`src/uidmtf_pkg.sv`:
```
// Shared definitions for the unique-identifier move-to-front stack.
// Holds operation and status codes, field widths and parameter defaults.
// Depends on nothing.
`default_nettype none

package uidmtf_pkg;

    // Default sizes of the stack and of the flag vector per entry.
    localparam int DEFAULT_STACK_DEPTH = 16;
    localparam int DEFAULT_FLAG_COUNT  = 8;

    // Fixed widths of the transfer fields.
    localparam int ID_W        = 32;
    localparam int STAMP_W     = 64;
    localparam int FLAG_IDX_W  = 3;
    localparam int OUT_FLAGS_W = 8;
    localparam int DEPTH_W     = 5;

    // Operation codes carried by the input tuser.
    typedef enum logic [2:0] {
        FUNC_PUSH  = 3'd0,
        FUNC_POP   = 3'd1,
        FUNC_FIND  = 3'd2,
        FUNC_MARK  = 3'd3,
        FUNC_CLEAR = 3'd4
    } t_func;

    // Result status codes.
    typedef enum logic [1:0] {
        STATUS_OK    = 2'd0,
        STATUS_EMPTY = 2'd1,
        STATUS_FULL  = 2'd2
    } t_status;

endpackage

`default_nettype wire

```
`src/unique_id_move_to_front_stack.sv`:
```
// Throughput: one operation at a time; the next input transfer is taken once the result has
// gone to the output register. Push and find search from the top of the stack; a push hit
// moves the entries above the hit down one slot before the identifier is written on top. Pop
// reads the top entry, mark reads, sets and writes back every entry from the bottom up, and
// clear and other codes go straight to the result. The stack memory has one read port and one
// write port; a result held in the output register delays the next one until taken.
// Top level of the move-to-front stack; depends on uidmtf_pkg. Synchronous active-low reset
// empties the stack at once; entry contents are not cleared.
`default_nettype none

module unique_id_move_to_front_stack #(
    parameter int STACK_DEPTH = uidmtf_pkg::DEFAULT_STACK_DEPTH,
    parameter int FLAG_COUNT  = uidmtf_pkg::DEFAULT_FLAG_COUNT
) (
    input  wire logic         i_clk,
    input  wire logic         i_rst_n,
    // Input channel.
    input  wire logic         s_axis_tvalid,
    output logic              s_axis_tready,
    // tdata, lowest bit up: id[31:0], stamp[95:32], flag_index[98:96], zero pad[103:99].
    input  wire logic [103:0] s_axis_tdata,
    // tuser: func[2:0].
    input  wire logic [2:0]   s_axis_tuser,
    // Output channel.
    output logic              m_axis_tvalid,
    input  wire logic         m_axis_tready,
    // tdata, lowest bit up: status[1:0], found[2], out_id[34:3], out_stamp[98:35],
    // out_flags[106:99], depth_now[111:107].
    output logic [111:0]      m_axis_tdata
);

    localparam int AW = $clog2(STACK_DEPTH);
    localparam int CW = $clog2(STACK_DEPTH + 1);
    localparam int XW = CW + 1;

    typedef struct packed {
        logic [FLAG_COUNT-1:0]          marks;
        logic [uidmtf_pkg::STAMP_W-1:0] stamp;
        logic [uidmtf_pkg::ID_W-1:0]    ident;
    } t_entry;

    typedef enum logic [2:0] {
        S_IDLE,
        S_SEARCH,
        S_SHIFT,
        S_TOP_WR,
        S_POP_DATA,
        S_MARK,
        S_RESP
    } t_state;

    // Control and operand registers.
    t_state                              r_state, n_state;
    logic [CW-1:0]                       r_fill, n_fill;
    logic [AW-1:0]                       r_ptr, n_ptr;
    uidmtf_pkg::t_func                   r_func, n_func;
    logic [uidmtf_pkg::ID_W-1:0]         r_id, n_id;
    logic [uidmtf_pkg::STAMP_W-1:0]      r_stamp, n_stamp;
    logic [uidmtf_pkg::FLAG_IDX_W-1:0]   r_flag_idx, n_flag_idx;
    logic [FLAG_COUNT-1:0]               r_keep, n_keep;

    // Result fields gathered during the operation.
    uidmtf_pkg::t_status                 r_res_status, n_res_status;
    logic                                r_res_found, n_res_found;
    logic [uidmtf_pkg::ID_W-1:0]         r_res_id, n_res_id;
    logic [uidmtf_pkg::STAMP_W-1:0]      r_res_stamp, n_res_stamp;
    logic [uidmtf_pkg::OUT_FLAGS_W-1:0]  r_res_flags, n_res_flags;

    // Output register.
    logic                                r_out_valid, n_out_valid;
    logic [111:0]                        r_out_data, n_out_data;

    // Stack memory and its ports.
    t_entry                              r_mem [STACK_DEPTH];
    t_entry                              r_rd_data;
    logic                                mem_re;
    logic [AW-1:0]                       rd_addr;
    logic                                mem_we;
    logic [AW-1:0]                       wr_addr;
    t_entry                              wr_data;

    // Helper terms.
    logic                                in_xfer;
    logic                                stack_full;
    logic [FLAG_COUNT-1:0]               flag_bit;
    logic [XW-1:0]                       ptr_x;
    logic [XW-1:0]                       fill_x;

    assign in_xfer    = s_axis_tvalid && s_axis_tready;
    assign stack_full = (r_fill == CW'(STACK_DEPTH));
    assign flag_bit   = FLAG_COUNT'(1) << r_flag_idx;
    assign ptr_x      = XW'(r_ptr);
    assign fill_x     = XW'(r_fill);

    assign s_axis_tready = (r_state == S_IDLE);
    assign m_axis_tvalid = r_out_valid;
    assign m_axis_tdata  = r_out_data;

    // Sequencer: search from the top, move entries down, write back, pop, mark or clear, and report.
    always_comb begin
        n_state      = r_state;
        n_fill       = r_fill;
        n_ptr        = r_ptr;
        n_func       = r_func;
        n_id         = r_id;
        n_stamp      = r_stamp;
        n_flag_idx   = r_flag_idx;
        n_keep       = r_keep;
        n_res_status = r_res_status;
        n_res_found  = r_res_found;
        n_res_id     = r_res_id;
        n_res_stamp  = r_res_stamp;
        n_res_flags  = r_res_flags;
        n_out_valid  = r_out_valid && !m_axis_tready;
        n_out_data   = r_out_data;
        mem_re       = 1'b0;
        rd_addr      = r_ptr;
        mem_we       = 1'b0;
        wr_addr      = r_ptr;
        wr_data      = r_rd_data;

        unique case (r_state)
            S_IDLE: begin
                if (in_xfer) begin
                    n_func       = uidmtf_pkg::t_func'(s_axis_tuser);
                    n_id         = s_axis_tdata[31:0];
                    n_stamp      = s_axis_tdata[95:32];
                    n_flag_idx   = s_axis_tdata[98:96];
                    n_res_status = uidmtf_pkg::STATUS_OK;
                    n_res_found  = 1'b0;
                    n_res_id     = '0;
                    n_res_stamp  = '0;
                    n_res_flags  = '0;
                    n_state      = S_RESP;
                    unique case (uidmtf_pkg::t_func'(s_axis_tuser))
                        uidmtf_pkg::FUNC_PUSH, uidmtf_pkg::FUNC_FIND: begin
                            if (r_fill != '0) begin
                                mem_re  = 1'b1;
                                rd_addr = AW'(r_fill - CW'(1));
                                n_ptr   = AW'(r_fill - CW'(1));
                                n_state = S_SEARCH;
                            end else if (uidmtf_pkg::t_func'(s_axis_tuser)
                                         == uidmtf_pkg::FUNC_PUSH) begin
                                n_state = S_TOP_WR;
                            end
                        end
                        uidmtf_pkg::FUNC_POP: begin
                            if (r_fill == '0) begin
                                n_res_status = uidmtf_pkg::STATUS_EMPTY;
                            end else begin
                                mem_re  = 1'b1;
                                rd_addr = AW'(r_fill - CW'(1));
                                n_fill  = r_fill - CW'(1);
                                n_state = S_POP_DATA;
                            end
                        end
                        uidmtf_pkg::FUNC_MARK: begin
                            if ((32'(s_axis_tdata[98:96]) < FLAG_COUNT) && (r_fill != '0)) begin
                                mem_re  = 1'b1;
                                rd_addr = '0;
                                n_ptr   = '0;
                                n_state = S_MARK;
                            end
                        end
                        uidmtf_pkg::FUNC_CLEAR: begin
                            n_fill = '0;
                        end
                        default: begin
                        end
                    endcase
                end
            end

            // One entry compared per cycle, the next read issued alongside.
            S_SEARCH: begin
                if (r_rd_data.ident == r_id) begin
                    n_res_found = 1'b1;
                    if (r_func == uidmtf_pkg::FUNC_FIND) begin
                        n_state = S_RESP;
                    end else begin
                        n_keep = r_rd_data.marks;
                        if (ptr_x + XW'(1) == fill_x) begin
                            n_state = S_TOP_WR;
                        end else begin
                            mem_re  = 1'b1;
                            rd_addr = r_ptr + AW'(1);
                            n_state = S_SHIFT;
                        end
                    end
                end else if (r_ptr == '0) begin
                    if (r_func == uidmtf_pkg::FUNC_FIND) begin
                        n_state = S_RESP;
                    end else if (stack_full) begin
                        n_res_status = uidmtf_pkg::STATUS_FULL;
                        n_state      = S_RESP;
                    end else begin
                        n_state = S_TOP_WR;
                    end
                end else begin
                    mem_re  = 1'b1;
                    rd_addr = r_ptr - AW'(1);
                    n_ptr   = r_ptr - AW'(1);
                end
            end

            // Move the entry above down into the slot at the pointer.
            S_SHIFT: begin
                mem_we  = 1'b1;
                wr_addr = r_ptr;
                wr_data = r_rd_data;
                if (ptr_x + XW'(2) < fill_x) begin
                    mem_re  = 1'b1;
                    rd_addr = r_ptr + AW'(2);
                    n_ptr   = r_ptr + AW'(1);
                end else begin
                    n_state = S_TOP_WR;
                end
            end

            // Place the pushed identifier on top.
            S_TOP_WR: begin
                mem_we        = 1'b1;
                wr_data.ident = r_id;
                wr_data.stamp = r_stamp;
                if (r_res_found) begin
                    wr_addr       = AW'(r_fill - CW'(1));
                    wr_data.marks = r_keep;
                end else begin
                    wr_addr       = AW'(r_fill);
                    wr_data.marks = '0;
                    n_fill        = r_fill + CW'(1);
                end
                n_state = S_RESP;
            end

            S_POP_DATA: begin
                n_res_id    = r_rd_data.ident;
                n_res_stamp = r_rd_data.stamp;
                n_res_flags = uidmtf_pkg::OUT_FLAGS_W'(r_rd_data.marks);
                n_state     = S_RESP;
            end

            // Read, set the flag and write back, one entry per cycle.
            S_MARK: begin
                mem_we        = 1'b1;
                wr_addr       = r_ptr;
                wr_data       = r_rd_data;
                wr_data.marks = r_rd_data.marks | flag_bit;
                if (ptr_x + XW'(1) < fill_x) begin
                    mem_re  = 1'b1;
                    rd_addr = r_ptr + AW'(1);
                    n_ptr   = r_ptr + AW'(1);
                end else begin
                    n_state = S_RESP;
                end
            end

            // Hand the result to the output register once it is free.
            S_RESP: begin
                if (!r_out_valid || m_axis_tready) begin
                    n_out_valid = 1'b1;
                    n_out_data  = {uidmtf_pkg::DEPTH_W'(r_fill), r_res_flags, r_res_stamp,
                                   r_res_id, r_res_found, r_res_status};
                    n_state     = S_IDLE;
                end
            end

            default: begin
                n_state = S_IDLE;
            end
        endcase
    end

    // State, fill count, operand and result registers, and registered outputs.
    always_ff @(posedge i_clk) begin
        if (!i_rst_n) begin
            r_state     <= S_IDLE;
            r_fill      <= '0;
            r_out_valid <= 1'b0;
        end else begin
            r_state     <= n_state;
            r_fill      <= n_fill;
            r_out_valid <= n_out_valid;
        end
        r_ptr        <= n_ptr;
        r_func       <= n_func;
        r_id         <= n_id;
        r_stamp      <= n_stamp;
        r_flag_idx   <= n_flag_idx;
        r_keep       <= n_keep;
        r_res_status <= n_res_status;
        r_res_found  <= n_res_found;
        r_res_id     <= n_res_id;
        r_res_stamp  <= n_res_stamp;
        r_res_flags  <= n_res_flags;
        r_out_data   <= n_out_data;
    end

    // Stack memory with registered read data.
    always_ff @(posedge i_clk) begin
        if (mem_we) begin
            r_mem[wr_addr] <= wr_data;
        end
        if (mem_re) begin
            r_rd_data <= r_mem[rd_addr];
        end
    end

`ifndef SYNTHESIS
    // The fill count never passes the stack depth.
    a_fill_bound: assert property (@(posedge i_clk) disable iff (!i_rst_n)
        r_fill <= CW'(STACK_DEPTH))
        else $error("fill count exceeds stack depth");

    // Writes land at or below the current fill level.
    a_write_in_range: assert property (@(posedge i_clk) disable iff (!i_rst_n)
        mem_we |-> (XW'(wr_addr) <= fill_x))
        else $error("memory write above the fill level");

    // An accepted input transfer is followed by the input ready going low.
    a_one_at_a_time: assert property (@(posedge i_clk) disable iff (!i_rst_n)
        in_xfer |=> !s_axis_tready)
        else $error("input accepted while an operation is in progress");
`endif

endmodule

`default_nettype wire
```
`config.mk`:
```
export PLATFORM = sky130hd
export DESIGN_NAME = unique_id_move_to_front_stack
export DESIGN_NICKNAME = d
export VERILOG_FILES = /design/src/uidmtf_pkg.sv /design/src/unique_id_move_to_front_stack.sv
export SDC_FILE = /design/constraint.sdc
export NUM_CORES = 2
export LEC_CHECK = 0
export ABC_CLOCK_PERIOD_IN_PS = 14600
export BUFFER_PORTS_ARGS = -buffer_cell sky130_fd_sc_hd__buf_2
export CAP_MARGIN = 20
export CORE_MARGIN = 2
export CORE_UTILIZATION = 40
export CTS_BUF_LIST = sky130_fd_sc_hd__clkbuf_16
export DETAILED_ROUTE_END_ITERATION = 8
export GPL_ROUTABILITY_DRIVEN = 0
export PLACE_DENSITY_LB_ADDON = 0.25
export REMOVE_ABC_BUFFERS = 1
export SYNTH_ARGS = -nofsm -noshare
export SYNTH_HDL_FRONTEND = slang
export SYNTH_SLANG_ARGS = --single-unit
```
`constraint.sdc`:
```
create_clock -name i_clk -period 14.6 [get_ports i_clk]
set_clock_uncertainty 0.05 [all_clocks]
set_input_delay 2.19 -clock i_clk [delete_from_list [all_inputs] [get_ports i_clk]]
set_output_delay 2.19 -clock i_clk [all_outputs]
set_load 0.005 [all_outputs]
```
Word level (Yosys, flattened, before mapping)
Memory sizes are Yosys's and may differ from the RTL's. A register that Yosys moved wholly into a read port is not among the register bits.
Cells that the tools add are included.
{ "op_classes": {"addsub": 7, "n_lt_le_gt_ge": 2, "eq_ne": 29, "n_shift": 1, "n_mux": 75, "n_bitwise": 2, "n_reduce_logical": 27} }
{ "op_table": {"columns": ["op", "n"], "rows": [
  ["104-bit case mux with 2 select lines", 1],
  ["64-bit case mux with 2 select lines", 1],
  ["64-bit 2-to-1 mux", 1],
  ["32-bit case mux with 2 select lines", 1],
  ["4-bit 2-to-1 mux", 15],
  ["3-bit 2-to-1 mux", 11],
  ["32-bit == test", 1],
  ["32-bit 2-to-1 mux", 1],
  ["4-bit case mux with 4 select lines", 2],
  ["2-bit != test, second input constant", 10],
  ["5-bit case mux with 2 select lines", 2],
  ["1-bit 2-to-1 mux", 19],
  ["3-bit case mux with 6 select lines", 1],
  ["8-bit 2-to-1 mux", 2],
  ["8-bit case mux with 2 select lines", 1],
  ["3-bit by 2-bit == test with 1-bit output, second input constant", 5],
  ["5-bit 2-to-1 mux", 3],
  ["5-bit AND reduction", 3],
  ["2-bit 2-to-1 mux", 7],
  ["3-bit == test, second input constant", 4],
  ["4-bit case mux with 3 select lines", 1],
  ["5-bit < comparator", 2],
  ["3-bit case mux with 3 select lines", 1],
  ["8-bit OR", 1],
  ["33 further kinds", 47]
]} }
{ "totals": {"regBits": 342, "ramBits": 1664, "in_bits": 111, "out_inout_bits": 114, "elab_cells": 159, "mem_count": 1} }
{ "memory_table": {"columns": ["name", "depth", "word_bits", "read_ports", "rd_ports_with_merged_regs", "wr", "line_no", "rtl"], "rows": [
  ["r_mem", 16, 104, 1, 1, 1, "unique_id_move_to_front_stack.sv:74", "t_entry r_mem [STACK_DEPTH];"]
]} }

Longest topological paths before layout
{ "logic_depth": {"ltp_word": 6, "ltp_mapped": 17, "mapped_depth_nobuf": 14} }

Worst setup path before layout
OpenSTA, ideal clock, no wires.
{ "synth_path": {"path_type": "register to register", "start": "reg r_state[2]", "end": "reg r_res_flags[0] in the netlist's numbering (enable)", "setup_ps": 710, "arrival_time_ps": 8041, "required_ps": 13840, "slack_ps": 5799, "stages_incl_launch_ff": 4, "n_path_buf": 1, "synth_period_minus_slack_ps": 8801, "path_cell_list": "dfxtp_1 > clkbuf_1 > nand2_1 > o21ai_0"} }
{ "synth_via": {"elab_chain_len": 4, "elab_cells_between_ends": 6, "cone_classes": "eq/ne (2); reduce/logical (4)"} }
{ "synth_rtl": {"columns": ["item", "line_no", "rtl"], "rows": [
  ["start, declared", "unique_id_move_to_front_stack.sv:53", "t_state r_state, n_state;"],
  ["start signal, assigned", "unique_id_move_to_front_stack.sv:281", "r_state <= n_state;"],
  ["3-bit logical NOT", "unique_id_move_to_front_stack.sv:95, unique_id_move_to_front_stack.sv:122", null],
  ["1-bit logical AND", "unique_id_move_to_front_stack.sv:89", "assign in_xfer = s_axis_tvalid && s_axis_tready;"],
  ["2-bit by 1-bit != test with 1-bit output (no source line)", null, null],
  ["2-bit AND reduction (no source line) (*)", null, null],
  ["end signal, assigned", "unique_id_move_to_front_stack.sv:295", "r_res_flags <= n_res_flags;"],
  ["end, declared", "unique_id_move_to_front_stack.sv:67", "logic [uidmtf_pkg::OUT_FLAGS_W-1:0] r_res_flags, n_res_flags;"]
]} }
Mark *: on every way between the ends. The rest lies on a longest branch, timed or not.
A chain may end at the register's enable or synchronous reset.

Worst setup path in the final report
{ "layout_path": {"start": "reg r_state[1]", "end": "reg, netlist name r_rd_data[103]"} }
{ "layout_via": {"elab_chain_len": 4, "elab_cells_between_ends": 9, "cone_classes": "eq/ne (3); mux (4); reduce/logical (2)"} }
{ "layout_rtl": {"columns": ["item", "line_no", "rtl"], "rows": [
  ["3-bit logical NOT", "unique_id_move_to_front_stack.sv:95, unique_id_move_to_front_stack.sv:122", null],
  ["1-bit logical AND", "unique_id_move_to_front_stack.sv:89", null],
  ["4-bit 2-to-1 mux / 1-bit 2-to-1 mux (equally long branches)", "unique_id_move_to_front_stack.sv:124", "if (in_xfer) begin"],
  ["4-bit case mux with 4 select lines / 1-bit case mux with 4 select lines (equally long branches)", "unique_id_move_to_front_stack.sv:122", "unique case (r_state)"]
]} }
Several ways; a longest one is shown, not always the timed one.

==> flow_summary.json <==
{
  "status": "finished, final reports clean",
  "total_power_mw": 24.4,
  "tns_ns": 0,
  "min_path_type": "flop to flop",
  "grt_util_all_layers_pct": 20.7,
  "r2r_cells": 13,
  "maxCapViolations": 0,
  "syn2layout_area_growth_pct": 13.7,
  "max_freq_ghz": 0.139,
  "synth_ff_type": "edfxtp_1",
  "cts_tree": "yes",
  "crit_top_cell": "buf_4",
  "crit_family": "buffers and inverters",
  "r2r_setup_slack_ns": 7.41,
  "num_vias": 45300,
  "drc": 0,
  "cp-end-kind": "flop",
  "grt_max_degree": 166,
  "ys_warn_count": 0,
  "rsz0062_at_grt": "no",
  "swShare_pct": 39.2,
  "p_seq_share_pct": 38.3,
  "wirelength_mm": 217,
  "worst_path_max_delay_cell": "buf_4",
  "p_comb_share_pct": 40.0,
  "drtIter0Drc": 5020,
  "clkPwrFrac_pct": 21.7,
  "netlist_instances": 4960,
  "cp.required_ns": 15.13,
  "crit_arrival_ns": 7.72,
  "postCtsSetupBuffers": 0,
  "hpwlAfterDp_mm": 107,
  "critPathMaxFanout": 69,
  "antenna_left": 0,
  "core_area_um2": 200000,
  "p_sw_mw": 9.55,
  "avgSynthCellArea_um2": 16.2,
  "clock_path_buffers": 3,
  "period_share_pct": 49.3,
  "synthArstFlopShare_pct": 0,
  "start_kind": "flop",
  "slew_viol_final": 0,
  "synth_edf_count": 2101,
  "internal_power_mw": 14.8,
  "synth_area_um2": 80500,
  "grt_pass1_vias": 43900,
  "wire_per_inst_um": 27.0,
  "io_pins": 225,
  "reg2reg_from": "r_state[1]",
  "clk_pin_slew_worst_paths_ns": 0.06,
  "min_to": "m_axis_tdata[30]",
  "hold_depth": 0,
  "dieArea_um2": 205000,
  "cts_resized": 0,
  "insertion_delay_ns": 0.87,
  "hold_start": "r_res_id[27]",
  "drt_pass1_iterations": 8,
  "std_cell_rows": 164,
  "cts.sinks": 2110,
  "antenna_found_initial": 5,
  "grt_pass1_wl_mm": 310,
  "ir_drop_v": 0.000484,
  "p_leak_nw": 31.0,
  "synth.distinct_cells": 66,
  "crit_type": "flop to flop",
  "slew_headroom_pct": 20.8,
  "vias_per_cell": 5.63,
  "cts_buffers": 215,
  "min_period_ns": 7.19,
  "io_buffers": 219,
  "r2r_end": "r_rd_data[103]",
  "die_w_um": 453,
  "tightest_slew_ns": 1.18,
  "setup_viol": 0,
  "grt-ovfl-total": 0,
  "slowest_delay_ns": 0.89,
  "htree_levels": 4,
  "initial_core_util_pct": 40.3,
  "hold_buffers": 0,
  "synth_seq_cells": 2110,
  "fin_nets": 5335,
  "path_buf_inv": 5,
  "hold_viol_final": 0,
  "crit_chain": "inv_4 > buf_4 > nand2_1 > inv_1 > nand3_1 > a211oi_1 > nor2_1 > a21oi_1 > and3_4 > buf_4 > buf_4 > a32oi_1 > and4_1",
  "root_buffer": "clkbuf_16",
  "power_density_nw_per_um2": 266,
  "drive_gt1_share_pct": 12.3,
  "die_h_um": 453,
  "synth-seq-area-share_pct": 78.6
}
cell families (layout without fill, tap and decap cells):
kind of cell	after synthesis	after routing	synth area share (%)
compound gates	539	539	5.53
xor+xnor	45	45	0.489
fa+ha+maj	18	18	0.280
buf+inv	312	737	1.65
flops	2110	2110	78.6
mux	417	417	5.19
other cells	0	2	0
simple gates	1519	1519	8.32
state kept, by name, indices dropped and copies added (netlist names):
signal and flops:
m_axis_tdata 112, m_axis_tvalid 1, r_fill 5, r_flag_idx 3, r_func 3, r_id 32
r_keep 8, r_mem 1664, r_ptr 4, r_rd_data 104, r_res_flags 8, r_res_found 1
r_res_id 32, r_res_stamp 64, r_res_status 2, r_stamp 64, r_state 3
cell usage in the layout, fill, tap and decap left out, types with 6 or more instances in the layout:
master,instances
a21oi_1,36
a32oi_1,414
and3_1,109
and4_1,107
buf_12,6
buf_2,219
buf_4,96
bufinv_16,16
clkbuf_16,216
clkinv_1,50
clkinv_2,38
clkinvlp_4,9
dfxtp_1,9
edfxtp_1,2101
ha_1,18
inv_1,66
inv_6,8
mux2i_1,414
nand2_1,1173
nand2b_1,11
nand3_1,10
nand4_1,6
nor2_1,35
nor2_4,21
nor3_1,12
nor4_1,10
o21ai_0,23
o22ai_1,9
xnor2_1,10
xor2_1,35
routing by layer:
| metal | part of all wire, % | wire, um | track usage, % |
|---|---|---|---|
| met1 | 43 | 94300 | 29.5 |
| met2 | 47 | 103000 | 33.3 |
| met3 | 6.9 | 15000 | 3.13 |
| met4 | 2.3 | 4960 | 5.54 |
| met5 | 0 | 0 | 0 |
area by class of cell:
cell class | count | area (um2)
antenna | 2 | 5.00
clock buffer | 216 | 5410
clock inverter | 180 | 1370
fill | 17400 | 108000
inverter | 19 | 78.8
multi-input combinational | 2538 | 16200
sequential | 2110 | 63300
tap | 2656 | 3320
timing repair buffer | 322 | 1950
worst reg2reg max path: stages (launching register included):
cell      delay, ns
dfxtp_1        0.55
inv_4          0.58
buf_4          0.83
nand2_1        0.30
inv_1          0.49
nand3_1        0.15
a211oi_1       0.24
nor2_1         0.10
a21oi_1        0.74
and3_4         0.59
buf_4          0.81
buf_4          0.94
a32oi_1        0.24
and4_1         0.32
stage by stage:
step | area (um2) | setup slack (ns) | hold WS [ns] | util (%) | cells
floorplan | 79300 | -9.25 | 0.350 | - | 4667
global placement | 84800 | 7.14 | 0.353 | 42.4 | 7640
detailed placement | 84800 | 7.23 | 0.355 | 42.4 | 7641
CTS | 91600 | 7.45 | 0.359 | 45.8 | 8037
global route | 91600 | 7.02 | 0.369 | 45.8 | 8041
finish | 91600 | 7.41 | 0.360 | 45.8 | 8043
synth_stat cells, types with 6 or more instances:
library cell  count  share of area [%]
and3_1          112               0.87
buf_2           106               0.66
buf_4             6              0.056
xnor2_1          10               0.11
inv_1            17              0.079
and4_1          107                1.2
ha_1             18               0.28
xor2_1           35               0.38
nor3_1           13              0.081
nand2b_1         11              0.085
nor2_1           56               0.26
o21ai_0          24               0.15
edfxtp_1       2101                 78
clkbuf_1        170               0.79
mux2i_1         414                5.1
a32oi_1         414                4.5
dfxtp_1           9               0.22
a21oi_1          36               0.22
o22ai_1           9              0.070
nand2_1        1174                5.5
buf_1            11              0.051
nand3_1          10              0.062
nand4_1           6              0.047
nor4_1           10              0.078
how the worst max path moves through the flow:
stage,depth (start not counted),end,start
detailed placement,12,r_rd_data[103],s_axis_tuser[2]
CTS,13,r_rd_data[103],r_state[1]
global route,13,r_rd_data[103],r_state[1]
floorplan,10,r_rd_data[102],s_axis_tvalid
finish,13,r_rd_data[103],r_state[1]
global placement,13,r_rd_data[36],s_axis_tuser[2]
power by group through the flow:
stage / sequential [mW] / combinational [mW] / clock (mW)
after detailed placement: 9.47 / 9.73 / 0
after CTS: 9.36 / 9.78 / 5.39
after global routing: 9.42 / 10.5 / 5.63
after global placement: 9.46 / 9.58 / 0
after floorplan: 9.41 / 5.90 / 0
final: 9.35 / 9.75 / 5.29
Power figures use the tool's default switching activity.
